===== config.mk =====
export PLATFORM = sky130hd
export DESIGN_NAME = ewds_ctrl
export DESIGN_NICKNAME = d
export VERILOG_FILES = /design/src/hdl/ewds_pkg.sv /design/src/hdl/ewds_ctrl.sv
export SDC_FILE = /design/constraint.sdc
export NUM_CORES = 1
export LEC_CHECK = 0
export ABC_AREA = 0
export BUFFER_PORTS_ARGS = -buffer_cell sky130_fd_sc_hd__buf_2
export CORE_AREA = 2 2 39 41
export CTS_BUF_LIST = sky130_fd_sc_hd__clkbuf_8
export CTS_CLUSTER_DIAMETER = 150
export DETAILED_ROUTE_END_ITERATION = 12
export DIE_AREA = 0 0 41 43
export PLACE_DENSITY = 0.51
export SYNTH_ARGS = -nofsm -noshare
export SYNTH_HDL_FRONTEND = slang
export SYNTH_SLANG_ARGS = --single-unit

===== constraint.sdc =====
create_clock -name clk -period 0.93 [get_ports clk]
set_input_delay 0.186 -clock clk [delete_from_list [all_inputs] [get_ports clk]]
set_output_delay 0.186 -clock clk [all_outputs]
set_load 0.01 [all_outputs]

===== src/hdl/ewds_pkg.sv =====
// shared types and constants for the epoch window dedup set
`timescale 1ns / 1ps
package ewds_pkg;

  localparam int TableEntriesDefault = 64;
  localparam int EpochW = 64;
  localparam int TagW = 256;
  localparam int CntW = 7;

  typedef enum logic [2:0] {
    REQ_ADD      = 3'd0,
    REQ_CONTAINS = 3'd1,
    REQ_REMOVE   = 3'd2,
    REQ_COUNT    = 3'd3,
    REQ_PRUNE_BF = 3'd4,
    REQ_PRUNE_KP = 3'd5,
    REQ_CLEAR    = 3'd6,
    REQ_TOTAL    = 3'd7
  } req_t;

  typedef enum logic [2:0] {
    ST_OK       = 3'd0,
    ST_INVALID  = 3'd1,
    ST_FULL     = 3'd2,
    ST_EXISTS   = 3'd3,
    ST_NOTFOUND = 3'd4
  } status_t;

  localparam logic [2:0] RegCurEpoch = 3'd0;
  localparam logic [2:0] RegMaxPer   = 3'd1;
  localparam logic [2:0] RegHistory  = 3'd2;
  localparam logic [2:0] RegFuture   = 3'd3;
  localparam logic [2:0] RegFutOff   = 3'd4;

  typedef enum logic [2:0] {
    FSM_IDLE,
    FSM_READ,
    FSM_SCAN,
    FSM_DECIDE,
    FSM_WRITE,
    FSM_OUT
  } fsm_t;

  // controller to datapath
  typedef struct packed {
    logic load;      // capture the request
    logic scan_clr;  // zero the scan counter and accumulators
    logic scan_step; // take one slot result into the accumulators
    logic decide;    // form the result word
    logic commit;    // write the table
    logic clear_all;
  } ewds_cmd_t;

  // datapath to controller
  typedef struct packed {
    logic scan_last;
    logic do_write;
    logic is_clear;
  } ewds_sts_t;

endpackage


===== src/hdl/ewds_ctrl.sv =====
// sequencer for one request: read sweep over all slots, decide, write, deliver
`timescale 1ns / 1ps
module ewds_ctrl (
  input  logic               clk,
  input  logic               rst_n,
  input  logic               in_fire,
  input  logic               out_busy,
  input  ewds_pkg::ewds_sts_t sts,
  output ewds_pkg::ewds_cmd_t cmd,
  output logic               idle,
  output logic               res_push
);

  ewds_pkg::fsm_t state_r, state_nxt;

  always_ff @(posedge clk) begin
    if (!rst_n) begin
      state_r <= ewds_pkg::FSM_IDLE;
    end else begin
      state_r <= state_nxt;
    end
  end

  always_comb begin
    state_nxt = state_r;
    case (state_r)
      ewds_pkg::FSM_IDLE:   if (in_fire) state_nxt = ewds_pkg::FSM_READ;
      ewds_pkg::FSM_READ:   state_nxt = ewds_pkg::FSM_SCAN;
      ewds_pkg::FSM_SCAN:   if (sts.scan_last) state_nxt = ewds_pkg::FSM_DECIDE;
      ewds_pkg::FSM_DECIDE: state_nxt = ewds_pkg::FSM_WRITE;
      ewds_pkg::FSM_WRITE:  state_nxt = ewds_pkg::FSM_OUT;
      ewds_pkg::FSM_OUT:    if (!out_busy) state_nxt = ewds_pkg::FSM_IDLE;
      default:              state_nxt = ewds_pkg::FSM_IDLE;
    endcase
  end

  always_comb begin
    cmd = '0;
    idle = 1'b0;
    res_push = 1'b0;
    case (state_r)
      ewds_pkg::FSM_IDLE: begin
        idle = 1'b1;
        cmd.load = in_fire;
        cmd.scan_clr = in_fire;
      end
      ewds_pkg::FSM_READ:   ;
      ewds_pkg::FSM_SCAN:   cmd.scan_step = 1'b1;
      ewds_pkg::FSM_DECIDE: cmd.decide = 1'b1;
      ewds_pkg::FSM_WRITE: begin
        cmd.commit = sts.do_write;
        cmd.clear_all = sts.is_clear;
      end
      ewds_pkg::FSM_OUT:    res_push = !out_busy;
      default:              ;
    endcase
  end

  ap_scan_bounded: assert property (@(posedge clk) disable iff (!rst_n)
    (state_r == ewds_pkg::FSM_SCAN && sts.scan_last) |=> state_r == ewds_pkg::FSM_DECIDE)
    else $error("scan did not finish");
  ap_load_idle: assert property (@(posedge clk) disable iff (!rst_n)
    cmd.load |-> idle) else $error("load outside idle");
  ap_push_once: assert property (@(posedge clk) disable iff (!rst_n)
    res_push |=> !res_push) else $error("double result push");

endmodule


== After elaboration in Yosys (flattened, before gate mapping) ==
Cells that the tools add are included.

* Flip-flop bits (word level): 3
* Input bits: 7
* Output and inout port bits: 8
* Word-level logic and storage cells: 22

* Equal/unequal tests: 8
* Mux-type cells: 10
* Reduce and logical (&&, ||, !) cells: 3

{| class="wikitable"
|+ Operators by type and width
! cell !! number
|-
| $pmux 3 s6 || 1
|-
| $mux 3 || 3
|-
| $eq 3x2->1 const B || 2
|-
| $eq 3x3->1 const B || 2
|-
| $ne 2x2->1 const B || 3
|-
| $mux 1 || 4
|-
| $mux 2 || 2
|-
| $eq 3x1->1 const B || 1
|-
| $logic_not 3->1 || 1
|-
| $reduce_and 3->1 || 1
|-
| $logic_not 1->1 || 1
|}

== Longest topological paths before layout ==
* Word-level depth: 3
* Depth in mapped cells: 4
* Mapped depth without buffers: 3

== Worst setup path after synthesis ==
OpenSTA, ideal clock, no wires.

* Path type: flip-flop to output port
* From: register state_r[2]
* To: output cmd[5] (netlist bit)
* Arrival: 1.132 ns
* Data required time: 0.744 ns
* Path slack: -0.388 ns
* Stages on the path, launching flop included: 5
* Path buffers: 2
* Cells stage by stage: dfxtp_1 -> buf_6 -> nor3_1 -> and2_1 -> buf_4

{| class="wikitable"
|+ RTL lines
! what !! line !! text
|-
| from (decl) || ewds_ctrl.sv:14 || <nowiki>ewds_pkg::fsm_t state_r, state_nxt;</nowiki>
|-
| from (signal assigned) || ewds_ctrl.sv:18 || <nowiki>state_r <= ewds_pkg::FSM_IDLE;</nowiki>
|-
| from (signal assigned) || ewds_ctrl.sv:20 || <nowiki>state_r <= state_nxt;</nowiki>
|-
| to (decl) || ewds_ctrl.sv:9 || <nowiki>output ewds_pkg::ewds_cmd_t cmd,</nowiki>
|}

==> run_results.csv <==
group,metric,value,unit
placed_design,preCtsSetupSlack,-124.4,ps
job,cap_violations,0,
worst_setup_path,max_stage_delay,350,ps
clocking,cts_buffers,3,
drt,drc,0,
clocking,h-tree-depth,1,
worst_setup_path,endpoint_kind,"output port",
die,coreArea,1384,um2
cells_and_area,antenna_cells,0,
cells_and_area,fillers,155,
placed_design,globalplace.congestion,0.7405,
run_status,failed_checks,"setup timing",
clocking,clkSinkCount,3,
run_status,status,"finished with violations",
timing,rsz0062_at_grt,"yes",
cells_and_area,regMostFlops,"state_r",
die,initial_utilization,16.00,%
drt,vias_per_cell,4.063,
cells_and_area,utilization,35.17,%
logic_synthesis,ys.flop_type,"dfxtp_1",
timing,slew_headroom,89.95,%
cells_and_area,largest_reg_flops,3,
grt,grt_util_met1,10.26,%
grt,grt_pass1_vias,233,
logic_synthesis,yosysUniqueCellTypes,20,
clocking,path_clk_slew,30,ps
cells_and_area,final_cell_count_no_fill,64,
cells_and_area,final_net_count,56,
clocking,ctsHoldBuffers,0,
worst_setup_path,cp_slowest_cell,"dfxtp_4",
placed_design,placed_cell_area,340.3,um2
logic_synthesis,synth_edf_count,0,
worst_setup_path,crit_fanout,5,
timing,finClkSkew,0.06217,ps
clocking,clock_path_buffers,2,
logic_synthesis,syn-num-nets,32,
die,die_w,41,um
logic_synthesis,synthTopCellsByArea,"dfxtp_1, nor3b_2, and3_2",
power,finalPower,0.0008347,W
timing,setup_slack,-272.3,ps
die,std_cell_rows,14,
timing,hold_violations,0,
cells_and_area,final_layout_size_suffix_gt1_share,83.33,%
logic_synthesis,syn_area,221.5,um2
logic_synthesis,synthArstFlopShare,0,%
timing,fin_crit,1202,ps
die,die_h,43,um
drt,vias,260,
timing,timing.fmax,831.8,MHz
cells_and_area,syn2layout_area_growth,119.8,%
grt,antenna_found_initial,0,
min_path,hp-class,"in -> reg",
cells_and_area,reg_top3,"state_r (3)",
worst_setup_path,critical_path_class,"reg -> out",
drt,routed_wl,641,um
grt,use_met3,4.712,%
logic_synthesis,syn_inst,25,
placed_design,dp.cells,57,
clocking,clk_latency,210,ps
power,p_leak,0.2245,nW
power,p_per_area,1715,nW/um2
logic_synthesis,synthTopCellsByCount,"dfxtp_1, and3_2, nor2_1, nor3b_2",
logic_synthesis,ys_seq_area_share,27.12,%
logic_synthesis,synth_top_area_share,27.12,%
cells_and_area,final_area,486.7,um2
die,die_area,1763,um2
drt,dr.first_iter.drc_count,2,
grt,top_usage_layer,"met1",
clocking,cts_tree,"yes",
grt,grt_use_met2,10.00,%
logic_synthesis,syn_area_per_cell,8.858,um2
worst_setup_path,rrSetupSlack,-240,ps
placed_design,io_buffers,14,
clocking,root_buffer,"clkbuf_8",
worst_setup_path,path_cells,"buf_6 -> nor3b_4 -> buf_2",
drt,wl_per_cell,10.02,um
power,irDropWorstVdd,0.0007344,V
die,io_pins,15,
worst_setup_path,worstPathRequired,740,ps
timing,maxSlewViolCount,0,
logic_synthesis,ys_ff_latch,3,
timing,finalSetupViolations,11,
grt,gr-total-overflow,0,
timing,tightest_slew,150.6,ps
grt,gr-usage-all-layers,8.225,%
grt,grt_pass1_wl,931,um
logic_synthesis,yosys_warnings,0,
worst_setup_path,crit_arrival,1020,ps
drt,drtPass1Iterations,4,
worst_setup_path,cp-start-kind,"register",
timing,final.period_utilization,129.3,%
logic_synthesis,yosysMostFrequentCell,"dfxtp_1",
drt,postRouteAntennaNets,0,
grt,grt_max_degree,10,
logic_synthesis,synth_top_area_cell,"dfxtp_1",
==> final timing paths <==
check                                start          to  cells past startpoint
worst max-delay path            state_r[0]      cmd[3]                      3
worst min-delay path                sts[2]  state_r[0]                      3
worst max register to register  state_r[0]  state_r[0]                      5
worst min register to register  state_r[2]  state_r[2]                      2
==> cell usage in the layout, fill, tap and decap left out <==
cell	n
a21boi_2	1
and2_4	1
nor2b_1	1
dfxtp_4	3
nor3b_4	1
a31oi_2	1
nor3_4	1
a211o_1	1
nand2_2	1
buf_4	6
and3b_2	1
nor3b_2	2
inv_1	2
nor2_1	2
nand2b_1	1
buf_2	10
and3_2	2
nand2_1	1
xnor2_4	1
buf_6	6
clkbuf_8	3
==> repair_timing <==
item,in CTS,in global routing
endpoints found under the setup margin,11,11
pin swaps,2,3
resized for setup,10,6
setup buffers,2,1
==> power breakdown <==
group	switching, W	internal, W	total (W)
logic	0.000111	0.000183	0.000293
clock network	0.0000792	0.000280	0.000360
registers	0.0000347	0.000147	0.000182
==> stage by stage <==
| step | setup TNS, ps | hold WS (ps) |
|---|---|---|
| 3_3_place_gp | -877.8 | 437.9 |
| 6_report | -2297 | 216.6 |
| 5_1_grt | -2840 | 233.6 |
| 2_1_floorplan | -457.0 | 314.0 |
| 3_5_place_dp | -847.5 | 443.9 |
| 4_1_cts | -2073 | 219.1 |
==> metal layers <==
layer  vias up  routed length, um
li1        130                  -
met1       117                288
met2        13                312
met3         0                 40
met4         0                  0
met5         -                  0
==> kinds of logic after synthesis <==
family	Yosys count	share of synthesized area (%)
compound gates	3	11.87
xor+xnor	1	3.956
buf+inv	4	12.43
flops	3	27.12
simple gates	14	44.64
==> layout make-up <==
type	count	area, um2	area share [%]
multi-input combinational	18	183.9	37.79
tap	16	20.02	4.113
clock inverter	1	3.754	0.7712
clock buffer	3	41.29	8.483
timing repair buffer	22	162.7	33.42
inverter	1	3.754	0.7712
sequential	3	71.32	14.65
==> critical path: cells and delay by family (launching register included) <==
family,cells,cell delay (ps)
buf+inv,2,280
simple gates,1,170
flops,1,350
No activity file was read; power rests on OpenSTA's default activity.
